[config.mk]
export PLATFORM = sky130hd
export DESIGN_NAME = byte_cpu_instruction_execute_unit
export DESIGN_NICKNAME = d
export VERILOG_FILES = /design/src/bcpu_pkg.sv /design/src/bcpu_ram.sv /design/src/bcpu_div.sv /design/src/byte_cpu_instruction_execute_unit.sv
export SDC_FILE = /design/constraint.sdc
export NUM_CORES = 2
export LEC_CHECK = 0
export BUFFER_PORTS_ARGS = -buffer_cell sky130_fd_sc_hd__buf_2
export CORE_UTILIZATION = 40
export CTS_BUF_LIST = sky130_fd_sc_hd__clkbuf_2
export CTS_CLUSTER_SIZE = 28
export DETAILED_ROUTE_END_ITERATION = 8
export GPL_TIMING_DRIVEN = 0
export MAX_ROUTING_LAYER = met4
export PLACE_DENSITY = 0.58
export SYNTH_ARGS = -nofsm -noshare
export SYNTH_HDL_FRONTEND = slang
export SYNTH_SLANG_ARGS = --single-unit
[constraint.sdc]
create_clock -name clock -period 18.4 [get_ports clock]
set_input_delay 1.84 -clock clock [delete_from_list [all_inputs] [get_ports clock]]
set_output_delay 1.84 -clock clock [all_outputs]
set_load 0.01 [all_outputs]
[src/bcpu_pkg.sv]
// Shared types, operation codes, constants and helpers of the byte CPU execute unit.
package bcpu_pkg;

   localparam int MEM_DEPTH_DEF   = 64;
   localparam int STACK_DEPTH_DEF = 64;
   localparam int REG_COUNT_DEF   = 8;

   localparam int RES_W = 25;

   localparam logic [4:0] MODE_MOV   = 5'd0;
   localparam logic [4:0] MODE_ADD   = 5'd1;
   localparam logic [4:0] MODE_SUB   = 5'd2;
   localparam logic [4:0] MODE_MUL   = 5'd3;
   localparam logic [4:0] MODE_DIV   = 5'd4;
   localparam logic [4:0] MODE_INC   = 5'd5;
   localparam logic [4:0] MODE_DEC   = 5'd6;
   localparam logic [4:0] MODE_INPUT = 5'd7;
   localparam logic [4:0] MODE_DISP  = 5'd8;
   localparam logic [4:0] MODE_LOAD  = 5'd9;
   localparam logic [4:0] MODE_STORE = 5'd10;
   localparam logic [4:0] MODE_PUSH  = 5'd11;
   localparam logic [4:0] MODE_POP   = 5'd12;
   localparam logic [4:0] MODE_FRST  = 5'd13;
   localparam logic [4:0] MODE_SHL   = 5'd14;
   localparam logic [4:0] MODE_SHR   = 5'd15;
   localparam logic [4:0] MODE_ROL   = 5'd16;
   localparam logic [4:0] MODE_ROR   = 5'd17;

   localparam logic [1:0] KIND_IMM = 2'd0;
   localparam logic [1:0] KIND_REG = 2'd1;
   localparam logic [1:0] KIND_MEM = 2'd2;

   localparam logic [2:0] ERR_OK    = 3'd0;
   localparam logic [2:0] ERR_DIV0  = 3'd1;
   localparam logic [2:0] ERR_ADDR  = 3'd2;
   localparam logic [2:0] ERR_UNDER = 3'd3;
   localparam logic [2:0] ERR_OVER  = 3'd4;
   localparam logic [2:0] ERR_HALT  = 3'd5;

   localparam logic signed [RES_W-1:0] BYTE_MAX  = 25'sd127;
   localparam logic signed [RES_W-1:0] BYTE_MIN  = -25'sd128;
   localparam logic signed [RES_W-1:0] UBYTE_MAX = 25'sd255;
   localparam logic signed [RES_W-1:0] WIDE_MIN  = -25'sd256;

   typedef struct packed {
      logic       wr;
      logic [2:0] err;
      logic       disp;
      logic       fclr;
      logic       dwe;
      logic       push;
      logic       pop;
   } exec_type;

   function automatic logic [3:0] calc_flags(input logic signed [RES_W-1:0] r);
      logic [3:0] f;
      f[0] = (r > BYTE_MAX);
      f[1] = (r < BYTE_MIN);
      f[2] = (r > UBYTE_MAX) || (r < WIDE_MIN);
      f[3] = (r == '0);
      return f;
   endfunction

   function automatic logic [7:0] bit_move(input logic [7:0] v, input logic [4:0] mode,
                                           input logic [7:0] n);
      logic [15:0] dbl;
      logic [7:0]  res;
      dbl = {v, v};
      case (mode)
         MODE_SHL: res = (n >= 8'd8) ? 8'd0 : 8'(v << n[2:0]);
         MODE_SHR: res = (n >= 8'd8) ? 8'd0 : (v >> n[2:0]);
         MODE_ROL: res = 8'((dbl << n[2:0]) >> 8);
         default:  res = 8'(dbl >> n[2:0]);
      endcase
      return res;
   endfunction

endpackage

[src/bcpu_ram.sv]
// Generic single-write, single-read RAM with a registered read port.
module bcpu_ram #(
   parameter int WIDTH = 8,
   parameter int DEPTH = 64
) (
   input  logic                     clock,
   input  logic                     we,
   input  logic [$clog2(DEPTH)-1:0] waddr,
   input  logic [WIDTH-1:0]         wdata,
   input  logic [$clog2(DEPTH)-1:0] raddr,
   output logic [WIDTH-1:0]         rdata
);
   logic [WIDTH-1:0] mem [DEPTH];

   always_ff @(posedge clock) begin
      if (we) begin
         mem[waddr] <= wdata;
      end
      rdata <= mem[raddr];
   end
endmodule

[src/bcpu_div.sv]
// Restoring signed divider, one quotient bit per cycle, truncating toward zero.
module bcpu_div import bcpu_pkg::*; (
   input  logic              clock,
   input  logic              reset,
   input  logic              start,
   input  logic signed [7:0]  dividend,
   input  logic signed [15:0] divisor,
   output logic              done,
   output logic signed [8:0]  quotient
);
   logic        busy_ff, busy_in;
   logic        done_ff, done_in;
   logic [2:0]  cnt_ff, cnt_in;
   logic [15:0] rem_ff, rem_in;
   logic [7:0]  dvd_ff, dvd_in;
   logic [15:0] dvs_ff, dvs_in;
   logic [7:0]  q_ff, q_in;
   logic        neg_ff, neg_in;
   logic [16:0] trial;

   always_comb begin
      busy_in = busy_ff;
      done_in = 1'b0;
      cnt_in  = cnt_ff;
      rem_in  = rem_ff;
      dvd_in  = dvd_ff;
      dvs_in  = dvs_ff;
      q_in    = q_ff;
      neg_in  = neg_ff;
      trial   = {rem_ff, dvd_ff[7]};
      if (start) begin
         busy_in = 1'b1;
         cnt_in  = 3'd0;
         rem_in  = 16'd0;
         dvd_in  = dividend[7] ? 8'(-dividend) : dividend;
         dvs_in  = divisor[15] ? 16'(-divisor) : divisor;
         q_in    = 8'd0;
         neg_in  = dividend[7] ^ divisor[15];
      end else if (busy_ff) begin
         if (trial >= {1'b0, dvs_ff}) begin
            rem_in = 16'(trial - {1'b0, dvs_ff});
            q_in   = {q_ff[6:0], 1'b1};
         end else begin
            rem_in = trial[15:0];
            q_in   = {q_ff[6:0], 1'b0};
         end
         dvd_in = {dvd_ff[6:0], 1'b0};
         cnt_in = cnt_ff + 3'd1;
         if (cnt_ff == 3'd7) begin
            busy_in = 1'b0;
            done_in = 1'b1;
         end
      end
   end

   always_ff @(posedge clock) begin
      if (reset) begin
         busy_ff <= 1'b0;
         done_ff <= 1'b0;
      end else begin
         busy_ff <= busy_in;
         done_ff <= done_in;
      end
      cnt_ff <= cnt_in;
      rem_ff <= rem_in;
      dvd_ff <= dvd_in;
      dvs_ff <= dvs_in;
      q_ff   <= q_in;
      neg_ff <= neg_in;
   end

   assign done     = done_ff;
   assign quotient = neg_ff ? -$signed({1'b0, q_ff}) : $signed({1'b0, q_ff});
endmodule

[src/byte_cpu_instruction_execute_unit.sv]
// Top level of the byte CPU execute unit: sequencer, register file, data memory and stack.
//
//   channel | direction | handshake          | beat carries
//   req_    | in        | req_valid/req_stall | one decoded instruction
//   rsp_    | out       | rsp_valid/rsp_stall | display, error, flags, program count
//
// After acceptance an instruction passes through RDB, ADDR, EXEC and DONE: the destination
// and source registers are read from the register RAM, then the shared data and stack
// RAM, then it executes and commits. A divide waits in DIV for the bit-serial divider
// between EXEC and DONE. A halted machine goes from acceptance straight to DONE.
// Reset clears the registers, flags, program counter, stack fill and halt flag at once;
// the register file and data memory read as zero until written through per-entry valid bits.
// A stalled result is held in the output register; the next instruction is accepted
// meanwhile and waits at commit until the result beat has gone.
module byte_cpu_instruction_execute_unit import bcpu_pkg::*; #(
   parameter int MEM_DEPTH   = MEM_DEPTH_DEF,
   parameter int STACK_DEPTH = STACK_DEPTH_DEF,
   parameter int REG_COUNT   = REG_COUNT_DEF
) (
   input  logic              clock,
   input  logic              reset,
   input  logic              req_valid,
   output logic              req_stall,
   input  logic [4:0]        req_mode,
   input  logic [2:0]        req_reg_a,
   input  logic [1:0]        req_operand_kind,
   input  logic signed [15:0] req_operand,
   input  logic [7:0]        req_shift_count,
   input  logic [1:0]        req_flag_select,
   input  logic signed [15:0] req_input_value,
   output logic              rsp_valid,
   input  logic              rsp_stall,
   output logic              rsp_display_valid,
   output logic signed [7:0]  rsp_display_value,
   output logic [2:0]        rsp_error_code,
   output logic [3:0]        rsp_flag_bits,
   output logic signed [7:0]  rsp_program_count
);
   localparam int MAW = $clog2(MEM_DEPTH);
   localparam int SAW = $clog2(STACK_DEPTH);
   localparam int FW  = $clog2(STACK_DEPTH + 1);
   localparam int RAW = $clog2(REG_COUNT);
   localparam int DAW = $clog2(MEM_DEPTH + STACK_DEPTH);

   typedef enum logic [5:0] {
      ST_IDLE = 6'b000001,
      ST_RDB  = 6'b000010,
      ST_ADDR = 6'b000100,
      ST_EXEC = 6'b001000,
      ST_DIV  = 6'b010000,
      ST_DONE = 6'b100000
   } state_type;

   state_type state_ff, state_in;

   // Latched instruction fields.
   logic [4:0]        mode_ff;
   logic [2:0]        ra_ff;
   logic [1:0]        kind_ff;
   logic signed [15:0] opnd_ff;
   logic [7:0]        cnt_ff;
   logic [1:0]        fsel_ff;
   logic signed [15:0] inval_ff;

   // Operands gathered from the RAMs.
   logic [7:0]     dst_ff, dst_in;
   logic [7:0]     srcr_ff, srcr_in;
   logic           regv_ff, dmv_ff;
   logic           addr_ok_ff, addr_ok_in;
   logic [MAW-1:0] addr_idx_ff, addr_idx_in;

   exec_type                  exec_ff, exec_in;
   logic signed [RES_W-1:0]   res_ff, res_in;

   // Architectural state held in flip-flops.
   logic [3:0]           flags_ff, flags_in;
   logic [7:0]           pc_ff, pc_in;
   logic                 halted_ff, halted_in;
   logic [FW-1:0]        fill_ff, fill_in;
   logic [REG_COUNT-1:0] reg_valid_ff, reg_valid_in;
   logic [MEM_DEPTH-1:0] dm_valid_ff, dm_valid_in;

   logic       rsp_valid_ff, rsp_valid_in;
   logic       rsp_disp_ff, rsp_disp_in;
   logic [7:0] rsp_dval_ff, rsp_dval_in;
   logic [2:0] rsp_err_ff, rsp_err_in;
   logic [3:0] rsp_flags_ff, rsp_flags_in;
   logic [7:0] rsp_pc_ff, rsp_pc_in;

   // RAM ports.
   logic [RAW-1:0] reg_raddr;
   logic [7:0]     reg_rdata, reg_eff;
   logic           reg_we;
   logic [DAW-1:0] dm_raddr, dm_waddr;
   logic [7:0]     dm_rdata, dm_eff;
   logic           dm_we;
   logic [SAW-1:0] st_raddr, st_waddr;

   logic              div_start, div_done;
   logic signed [8:0]  div_q;

   logic                    accept, commit;
   logic [15:0]             addr_sel;
   logic signed [RES_W-1:0] dst_x, src_x;
   logic signed [15:0]      src16;

   bcpu_ram #(.WIDTH(8), .DEPTH(REG_COUNT)) u_reg_ram (
      .clock (clock),
      .we    (reg_we),
      .waddr (ra_ff[RAW-1:0]),
      .wdata (res_ff[7:0]),
      .raddr (reg_raddr),
      .rdata (reg_rdata)
   );

   // The data words sit at the bottom of this RAM and the stack entries above them.
   bcpu_ram #(.WIDTH(8), .DEPTH(MEM_DEPTH + STACK_DEPTH)) u_data_ram (
      .clock (clock),
      .we    (dm_we),
      .waddr (dm_waddr),
      .wdata (dst_ff),
      .raddr (dm_raddr),
      .rdata (dm_rdata)
   );

   bcpu_div u_div (
      .clock    (clock),
      .reset    (reset),
      .start    (div_start),
      .dividend (dst_ff),
      .divisor  (src16),
      .done     (div_done),
      .quotient (div_q)
   );

   assign req_stall = (state_ff != ST_IDLE);
   assign accept    = req_valid && (state_ff == ST_IDLE);
   assign commit    = (state_ff == ST_DONE) && (!rsp_valid_ff || !rsp_stall);

   // The register RAM reads the destination on acceptance and the source in the following cycle.
   assign reg_raddr = (state_ff == ST_IDLE) ? req_reg_a[RAW-1:0] : opnd_ff[RAW-1:0];
   assign reg_eff   = regv_ff ? reg_rdata : 8'd0;
   assign dm_eff    = dmv_ff ? dm_rdata : 8'd0;

   // Address for mov from memory always comes from a register; load and store follow the kind.
   assign addr_sel = ((mode_ff == MODE_MOV) || (kind_ff == KIND_REG))
                     ? {{8{reg_eff[7]}}, reg_eff} : opnd_ff;
   assign addr_ok_in  = !addr_sel[15] && (addr_sel < 16'(MEM_DEPTH));
   assign addr_idx_in = addr_sel[MAW-1:0];

   assign st_raddr = SAW'(fill_ff - FW'(1));
   assign st_waddr = fill_ff[SAW-1:0];

   // A pop reads the top stack entry; every other instruction reads the data address.
   assign dm_raddr = (mode_ff == MODE_POP) ? DAW'(MEM_DEPTH) + DAW'(st_raddr)
                                           : DAW'(addr_idx_in);
   assign dm_waddr = exec_ff.push ? DAW'(MEM_DEPTH) + DAW'(st_waddr)
                                  : DAW'(addr_idx_ff);

   assign src16 = (kind_ff == KIND_REG) ? {{8{srcr_ff[7]}}, srcr_ff} : opnd_ff;
   assign dst_x = RES_W'($signed(dst_ff));
   assign src_x = RES_W'(src16);

   assign div_start = (state_ff == ST_EXEC) && (mode_ff == MODE_DIV) && (src16 != 16'sd0);

   assign reg_we = commit && exec_ff.wr;
   assign dm_we  = commit && (exec_ff.dwe || exec_ff.push);

   always_comb begin
      state_in = state_ff;
      dst_in   = dst_ff;
      srcr_in  = srcr_ff;
      exec_in  = exec_ff;
      res_in   = res_ff;
      case (state_ff)
         ST_IDLE: begin
            if (accept) begin
               exec_in = '0;
               if (halted_ff) begin
                  exec_in.err = ERR_HALT;
                  state_in    = ST_DONE;
               end else begin
                  state_in = ST_RDB;
               end
            end
         end
         ST_RDB: begin
            dst_in   = reg_eff;
            state_in = ST_ADDR;
         end
         ST_ADDR: begin
            srcr_in  = reg_eff;
            state_in = ST_EXEC;
         end
         ST_EXEC: begin
            state_in = ST_DONE;
            case (mode_ff)
               MODE_MOV: begin
                  if (kind_ff == KIND_REG) begin
                     exec_in.wr = 1'b1;
                     res_in     = RES_W'($signed(srcr_ff));
                  end else if (kind_ff == KIND_MEM) begin
                     if (!addr_ok_ff) begin
                        exec_in.err = ERR_ADDR;
                     end else begin
                        exec_in.wr = 1'b1;
                        res_in     = RES_W'($signed(dm_eff));
                     end
                  end else begin
                     exec_in.wr = 1'b1;
                     res_in     = RES_W'(opnd_ff);
                  end
               end
               MODE_ADD: begin
                  exec_in.wr = 1'b1;
                  res_in     = dst_x + src_x;
               end
               MODE_SUB: begin
                  exec_in.wr = 1'b1;
                  res_in     = dst_x - src_x;
               end
               MODE_MUL: begin
                  exec_in.wr = 1'b1;
                  res_in     = dst_x * src_x;
               end
               MODE_DIV: begin
                  if (src16 == 16'sd0) begin
                     exec_in.err = ERR_DIV0;
                  end else begin
                     exec_in.wr = 1'b1;
                     state_in   = ST_DIV;
                  end
               end
               MODE_INC: begin
                  exec_in.wr = 1'b1;
                  res_in     = dst_x + RES_W'(1);
               end
               MODE_DEC: begin
                  exec_in.wr = 1'b1;
                  res_in     = dst_x - RES_W'(1);
               end
               MODE_INPUT: begin
                  exec_in.wr = 1'b1;
                  res_in     = RES_W'(inval_ff);
               end
               MODE_DISP: begin
                  exec_in.disp = 1'b1;
               end
               MODE_LOAD: begin
                  if (!addr_ok_ff) begin
                     exec_in.err = ERR_ADDR;
                  end else begin
                     exec_in.wr = 1'b1;
                     res_in     = RES_W'($signed(dm_eff));
                  end
               end
               MODE_STORE: begin
                  if (!addr_ok_ff) begin
                     exec_in.err = ERR_ADDR;
                  end else begin
                     exec_in.dwe = 1'b1;
                  end
               end
               MODE_PUSH: begin
                  if (fill_ff >= FW'(STACK_DEPTH)) begin
                     exec_in.err = ERR_OVER;
                  end else begin
                     exec_in.push = 1'b1;
                  end
               end
               MODE_POP: begin
                  if (fill_ff == '0) begin
                     exec_in.err = ERR_UNDER;
                  end else begin
                     exec_in.pop = 1'b1;
                     exec_in.wr  = 1'b1;
                     res_in      = RES_W'($signed(dm_rdata));
                  end
               end
               MODE_FRST: begin
                  exec_in.fclr = 1'b1;
               end
               MODE_SHL, MODE_SHR, MODE_ROL, MODE_ROR: begin
                  exec_in.wr = 1'b1;
                  res_in     = RES_W'($signed(bit_move(dst_ff, mode_ff, cnt_ff)));
               end
               default: begin
               end
            endcase
         end
         ST_DIV: begin
            if (div_done) begin
               res_in   = RES_W'(div_q);
               state_in = ST_DONE;
            end
         end
         ST_DONE: begin
            if (commit) begin
               state_in = ST_IDLE;
            end
         end
         default: begin
            state_in = ST_IDLE;
         end
      endcase
   end

   // Commit: all architectural updates and the result beat happen together.
   always_comb begin
      flags_in     = flags_ff;
      pc_in        = pc_ff;
      halted_in    = halted_ff;
      fill_in      = fill_ff;
      reg_valid_in = reg_valid_ff;
      dm_valid_in  = dm_valid_ff;
      rsp_valid_in = rsp_valid_ff && rsp_stall;
      rsp_disp_in  = rsp_disp_ff;
      rsp_dval_in  = rsp_dval_ff;
      rsp_err_in   = rsp_err_ff;
      rsp_flags_in = rsp_flags_ff;
      rsp_pc_in    = rsp_pc_ff;
      if (commit) begin
         if (exec_ff.wr) begin
            flags_in                      = calc_flags(res_ff);
            reg_valid_in[ra_ff[RAW-1:0]] = 1'b1;
         end
         if (exec_ff.fclr) begin
            flags_in = flags_ff & ~(4'b0001 << fsel_ff);
         end
         if (exec_ff.dwe) begin
            dm_valid_in[addr_idx_ff] = 1'b1;
         end
         if (exec_ff.push) begin
            fill_in = fill_ff + FW'(1);
         end
         if (exec_ff.pop) begin
            fill_in = fill_ff - FW'(1);
         end
         if (exec_ff.err inside {ERR_DIV0, ERR_ADDR, ERR_UNDER}) begin
            halted_in = 1'b1;
         end
         if (exec_ff.err inside {ERR_OK, ERR_OVER}) begin
            pc_in = pc_ff + 8'd1;
         end
         rsp_valid_in = 1'b1;
         rsp_disp_in  = exec_ff.disp;
         rsp_dval_in  = exec_ff.disp ? dst_ff : 8'd0;
         rsp_err_in   = exec_ff.err;
         rsp_flags_in = flags_in;
         rsp_pc_in    = pc_in;
      end
   end

   always_ff @(posedge clock) begin
      if (reset) begin
         state_ff     <= ST_IDLE;
         flags_ff     <= '0;
         pc_ff        <= '0;
         halted_ff    <= 1'b0;
         fill_ff      <= '0;
         reg_valid_ff <= '0;
         dm_valid_ff  <= '0;
         rsp_valid_ff <= 1'b0;
      end else begin
         state_ff     <= state_in;
         flags_ff     <= flags_in;
         pc_ff        <= pc_in;
         halted_ff    <= halted_in;
         fill_ff      <= fill_in;
         reg_valid_ff <= reg_valid_in;
         dm_valid_ff  <= dm_valid_in;
         rsp_valid_ff <= rsp_valid_in;
      end
      if (accept) begin
         mode_ff  <= req_mode;
         ra_ff    <= req_reg_a;
         kind_ff  <= req_operand_kind;
         opnd_ff  <= req_operand;
         cnt_ff   <= req_shift_count;
         fsel_ff  <= req_flag_select;
         inval_ff <= req_input_value;
      end
      regv_ff <= reg_valid_ff[reg_raddr];
      if (state_ff == ST_ADDR) begin
         dmv_ff      <= dm_valid_ff[addr_idx_in];
         addr_ok_ff  <= addr_ok_in;
         addr_idx_ff <= addr_idx_in;
      end
      dst_ff       <= dst_in;
      srcr_ff      <= srcr_in;
      exec_ff      <= exec_in;
      res_ff       <= res_in;
      rsp_disp_ff  <= rsp_disp_in;
      rsp_dval_ff  <= rsp_dval_in;
      rsp_err_ff   <= rsp_err_in;
      rsp_flags_ff <= rsp_flags_in;
      rsp_pc_ff    <= rsp_pc_in;
   end

   assign rsp_valid         = rsp_valid_ff;
   assign rsp_display_valid = rsp_disp_ff;
   assign rsp_display_value = rsp_dval_ff;
   assign rsp_error_code    = rsp_err_ff;
   assign rsp_flag_bits     = rsp_flags_ff;
   assign rsp_program_count = rsp_pc_ff;
endmodule

=== After elaboration in Yosys (flattened, before gate mapping) ===
Memory sizes are Yosys's and may differ from the RTL's. A register that Yosys moved wholly into a read port is not among the register bits.
Cells that the tools add are included.

* $add $sub $neg: 14
* Multiply operators: 1
* Div/mod/pow operators: 0
* Magnitude comparators: 14
* Equality and inequality tests: 52
* Shifts and indexed selects: 5
* Muxes and demuxes: 76
* Bitwise logic cells: 6
* Reduce and logical (&&, ||, !) cells: 46

{| class="wikitable"
|+ Operator list
! cell !! count
|-
| one-hot mux 25 bit (10 select lines) || 1
|-
| two-way mux 25 bit || 5
|-
| two-way mux 8 bit || 8
|-
| bitwise OR 64 bit || 1
|-
| one-hot mux 25 bit (2 select lines) || 1
|-
| two-way mux 16 bit || 3
|-
| == test 5 x 4 -> 1 bit (second input constant) || 8
|-
| two-way mux 6 bit || 6
|-
| one-hot mux 6 bit (6 select lines) || 1
|-
| two-way mux 7 bit || 4
|-
| two-way mux 1 bit || 26
|-
| greater-than comparator 25 x 8 -> 1 bit (second input constant) || 1
|-
| greater-than comparator 25 x 9 -> 1 bit (second input constant) || 1
|-
| zero test 25 bit || 1
|-
| < comparator 25 x 8 -> 1 bit (second input constant) || 1
|-
| < comparator 25 x 9 -> 1 bit (second input constant) || 1
|-
| multiplier 8 x 16 -> 24 bit || 1
|-
| two-way mux 3 bit || 8
|-
| one-hot mux 8 bit (3 select lines) || 1
|-
| == test 5 x 3 -> 1 bit (second input constant) || 4
|-
| two-way mux 9 bit || 2
|-
| one-hot mux 9 bit (2 select lines) || 1
|-
| adder 8 x 16 -> 17 bit || 1
|-
| >= comparator 17 x 16 -> 1 bit || 1
|-
| other kinds (77) || 126
|}

* Register bits after elaboration: 288
* Latch bits: 0
* Memory bits (writable): 1088
* Bits in read-only memories: 0
* Output and inout port bits: 26
* Memories kept: 2

{| class="wikitable"
|+ Memory list
! memory !! depth !! width !! rd ports !! clocked after Yosys merged registers in !! wr ports !! RTL line !! source
|-
| u_data_ram.mem || 128 || 8 || 1 || 1 || 1 || bcpu_ram.sv:13 || <nowiki>logic [WIDTH-1:0] mem [DEPTH];</nowiki>
|-
| u_reg_ram.mem || 8 || 8 || 1 || 1 || 1 || bcpu_ram.sv:13 ||
|}

=== Depth between registers and ports, before layout ===
* Depth after elaboration: 6
* Depth in mapped cells: 26
* Mapped depth without buffers: 23

=== Hierarchy ===
A second synthesis with hierarchy kept.

* Cells, all modules: 4250
* Area, all modules: 64334.2 sq um

{| class="wikitable"
|+ Modules (own cells, without submodules)
! module !! times used !! cells each !! area each (sq um) !! sequential area each (sq um)
|-
| bcpu_ram at u_data_ram || 1 || 1635 || 39665.5 || 30909.6
|-
| byte_cpu_instruction_execute_unit || 1 || 2110 || 18423.9 || 6025.8
|-
| bcpu_div || 1 || 391 || 3553.4 || 1331.3
|-
| bcpu_ram at u_reg_ram || 1 || 114 || 2691.3 || 2082.0
|}

=== Worst setup path before layout ===
OpenSTA, ideal clock, no wires.

* Kind: flip-flop to flip-flop
* Start point: register dst_ff[7]
* End point: register res_ff[24] (data pin)
* Arrival: 7059 ps
* Data required time: 18137 ps
* Setup slack: 11078 ps
* Stages on the path, launching flop included: 21
* Clock period less this slack: 7322 ps
* Path through: edfxtp_1 -> clkbuf_1 -> inv_1 -> clkbuf_1 -> nor2_1 -> fa_1 -> fa_1 -> fa_1 -> inv_1 -> fa_1 -> inv_1 -> ha_1 -> o21ai_0 -> nand2b_1 -> a21oi_1 -> o311a_1 -> o21ai_0 -> a21oi_1 -> or3_1 -> a31oi_1 -> o21ai_0

* Cells in the longest elaborated chain, start to end: 5

{| class="wikitable"
|+ Ends and longest elaborated chain
! what !! RTL line !! source
|-
| start: declaration || byte_cpu_instruction_execute_unit.sv:66 || <nowiki>logic [7:0] dst_ff, dst_in;</nowiki>
|-
| start signal: assignment || byte_cpu_instruction_execute_unit.sv:389 || <nowiki>dst_ff <= dst_in;</nowiki>
|-
| branches (longest 3 deep; another with multiplier 8 x 16 -> 24 bit) || -- ||
|-
| one-hot mux 25 bit (10 select lines) * || byte_cpu_instruction_execute_unit.sv:197 || <nowiki>case (mode_ff)</nowiki>
|-
| one-hot mux 25 bit (2 select lines) * || byte_cpu_instruction_execute_unit.sv:175 || <nowiki>case (state_ff)</nowiki>
|-
| via res_in[24] || byte_cpu_instruction_execute_unit.sv:73 || <nowiki>logic signed [RES_W-1:0] res_ff, res_in;</nowiki>
|-
| end signal: assignment || byte_cpu_instruction_execute_unit.sv:392 || <nowiki>res_ff <= res_in;</nowiki>
|-
| end: declaration || byte_cpu_instruction_execute_unit.sv:73 ||
|}

Mark *: on every way through the listed nets, which the timed path passes.
A chain may end at the register's enable or synchronous reset.

=== Worst setup path after layout ===
* Start point: register kind_ff[0]
* End point: register res_ff[24] (data pin)

* Cells in the longest elaborated chain, start to end: 5

{| class="wikitable"
|+ Ends and longest elaborated chain
! what !! RTL line !! source
|-
| start: declaration || byte_cpu_instruction_execute_unit.sv:59 || <nowiki>logic [1:0] kind_ff;</nowiki>
|-
| start signal: assignment || byte_cpu_instruction_execute_unit.sv:377 || <nowiki>kind_ff <= req_operand_kind;</nowiki>
|-
| == test 2 x 1 -> 1 bit or == test 2 bit (tied branches) || byte_cpu_instruction_execute_unit.sv:160, byte_cpu_instruction_execute_unit.sv:199, byte_cpu_instruction_execute_unit.sv:202 ||
|-
| two-way mux 16 bit or two-way mux 25 bit (tied branches) || byte_cpu_instruction_execute_unit.sv:160, byte_cpu_instruction_execute_unit.sv:202 ||
|-
| multiplier 8 x 16 -> 24 bit (tied with other cells) || byte_cpu_instruction_execute_unit.sv:224 || <nowiki>res_in = dst_x * src_x;</nowiki>
|-
| one-hot mux 25 bit (10 select lines) * || byte_cpu_instruction_execute_unit.sv:197 ||
|-
| one-hot mux 25 bit (2 select lines) * || byte_cpu_instruction_execute_unit.sv:175 ||
|-
| via res_in[24] || byte_cpu_instruction_execute_unit.sv:73 ||
|}

Mark *: on every way through the listed nets, which the timed path passes. The rest lies on a longest branch.

==> flow_summary.toml <==
[run_status]
status = "finished, violations left"
violations = "max-capacitance violations"

[setup_path]
r2r_slack_ns = 9.50
r2r_cells = 25
cp_common_cell = "inv_1"
reg2reg_from = "kind_ff[0]"
cp.arrival_ns = 10.35
critPathTopFamily = "adder cells"
cp_num_buf_inv = 8
worstSetupEndpointType = "flip-flop"
start_kind = "flip-flop"
critical_path_class = "reg -> reg"
cp.required_ns = 19.85
crit_fanout = 10
cpMaxStageDelayCell = "mux2i_1"
r2r_end = "res_ff[24]"
cpPeakStageDelay_ns = 1.18

[clock_tree]
cts_setup_buffers = 0
h-tree-depth = 5
cts_hold_buf = 0
cts_max_path_buffers = 4
cts_resized = 0
cts_buffers = 373
cts_tree = "done"
clock-sinks = 1392
clk_latency_ns = 1.86
cts.clk_slew.worst_paths_ns = 0.11
cts_root_buf = "clkbuf_2"

[detailed_routing]
ant_nets = 0
drt_iter0_markers = 5658
vias = 47519
finalWirelength_um = 214000
routed_via_density = 5.72
drc = 0
drt-wirelength-per-cell_um = 25.8
dr.pass1.iters = 8

[finish]
fin_nets = 6146
final_util_pct = 45.2
fillers = 15023
syn_to_final_growth_pct = 11.8
drive_gt1_share_pct = 14.6
fin_cells = 8305
fin_area_sq_mm = 0.0729

[place]
port_buffers = 80
placed_area_sq_mm = 0.0697
dp_slack_ns = 9.78
hpwl_um = 153000
gp_congestion = 0.971
dpl.cell_count = 7665

[sta]
fin_hold_ws_ns = 0.257
clock_skew_ns = 0.240
finalHoldViolCount = 0
setup_ws_ns = 9.50
fmax_mhz = 112
finalWorstPathRequiredPeriod_ns = 8.90
fin_crit_sh_pct = 48.4
worst_pin_slew_ns = 1.46
slew_viol_final = 0
slew_headroom_pct = 0.0838
finalSetupTns_ns = 0
finalSetupViolCount = 0
rsz0062_at_grt = "false"

[synthesis]
synth_compound_area_share_pct = 9.24
synth.cell_area_sq_mm = 0.0652
syn-num-nets = 5633
ys_seq_elements = 1392
syn_avg_cell_area_sq_um = 12.1
async_reset_ff_share_pct = 0
ys_warn_count = 0
synth-edff-count = 1247
synth-simple-area-share_pct = 13.3
ys_seq_area_share_pct = 61.9
synth_top_family_by_area = "simple AND/OR/NAND/NOR gates"
synth_adder_area_share_pct = 5.25
synth.distinct_cells = 86
synth_ff_type = "edfxtp_1"
netlist_instances = 5367
synth_xor_area_share_pct = 1.11
muxShareOfSynthArea_pct = 5.76

[global_routing]
globalRouteTotalUtil_pct = 26.5
grt_start_max_net_pins = 39
overflow = 0
antenna_found_initial = 9
top_usage_layer = "met2"
grt_pass1_vias = 45416
use_met3_pct = 5.84
use_met2_pct = 38.8
grt_pass1_wl_um = 308000
grt_use_met1_pct = 35.5

[hold_path]
holdCritStartpoint = "req_mode[3]"
min_to = "mode_ff[3]"
hp-class = "in -> reg"
hold_depth = 1

[pwr]
p_leak_nw = 26.7
max-vdd-ir-drop_mv = 0.0888
power_mw = 8.28
power.density_mw_per_mm2 = 114

[floorplan]
initial_core_util_pct = 40.5
io_pins = 82
dieWidth_um = 406
coreArea_sq_mm = 0.161
rows = 147
die_height_um = 406
die_area_sq_mm = 0.165

[run]
cap_violations = 2
## state kept, by name (all words and copies together), names as in the netlist, 9 cells and up
| signal | cells |
|---|---|
| u_data_ram.mem | 1024 |
| dm_valid_ff | 64 |
| u_div.dvs_ff | 16 |
| u_reg_ram.mem | 64 |
| u_div.rem_ff | 16 |
| exec_ff | 9 |
| inval_ff | 16 |
| res_ff | 25 |
| opnd_ff | 16 |
## where the power goes
part	leakage, nW	switching, mW	internal, mW
clock network	2.42	1.29	0.791
registers	12.4	0.0549	3.50
logic	11.8	1.71	0.939
total	26.7	3.06	5.23
## per-layer routing
metal / wire length [um] / vias to the layer above / part of all wire [%]
met5: 0 / - / 0
met4: 8190 / 0 / 3.8
met3: 20900 / 480 / 9.8
met2: 95700 / 2518 / 45
met1: 89600 / 23551 / 42
li1: - / 20970 / -
## placed cells by master, fill, tap and decap left out, drive strengths merged, types with 58 or more instances in the layout
master and instances:
nand3 199, edfxtp 1247, a31oi 104, nor3 61, fa 106, nor2b 78
mux2i 222, o21ai 147, mux4 58, a21oi 222, xnor2 59, dfxtp 145
clkbuf 721, nor2 463, nand2 859, buf 250, ha 104, inv 228
clkinv 95, a32oi 58, and3 85
## kinds of logic after synthesis
| kind of cell | after synthesis |
|---|---|
| AND/OR/NAND/NOR | 1948 |
| flip-flops | 1392 |
| AO/OA/AOI/OAI | 899 |
| buffers and inverters | 535 |
| multiplexers | 300 |
| adder cells (fa/ha/maj) | 210 |
| XOR/XNOR | 83 |
## final cells by class
class	instances	area, sq um	share of cell area, %
repair buffers	138	1780	2.45
clock inverters	96	439	0.603
flip-flops and latches	1392	40300	55.4
clock buffers	528	2640	3.63
inverters	230	863	1.18
multi-input cells	3440	22700	31.1
diodes	16	40.0	0.0549
well taps	2160	2700	3.71
plain buffers	305	1400	1.92
## Yosys cell counts (41+ instances only)
master,n,area [sq um]
inv_1,225,845
and3_1,85,532
nand3_1,199,996
a22oi_1,50,375
dfxtp_1,145,2900
nor2_1,463,1740
nand2_1,859,3220
and2_1,49,307
o21ai_0,145,726
edfxtp_1,1247,37400
a21oi_1,222,1110
xnor2_1,59,517
a31oi_1,104,651
clkbuf_1,192,721
fa_1,106,2120
buf_2,49,245
mux4_2,58,1310
nor2b_1,78,488
mux2i_1,222,2220
ha_1,104,1300
a32oi_1,58,508
nor3_1,59,295
a21o_1,41,308
## worst max-delay path by stage
stage	start	end	slack, ns	cells past startpoint
floorplan	dst_ff[7]	res_ff[24]	11.08	20
global placement	dst_ff[2]	res_ff[24]	7.29	20
detailed placement	kind_ff[0]	res_ff[24]	9.78	25
CTS	kind_ff[0]	res_ff[24]	9.74	25
global route	kind_ff[0]	res_ff[24]	9.15	25
finish	kind_ff[0]	res_ff[24]	9.50	25
Power figures use the tool's default switching activity.
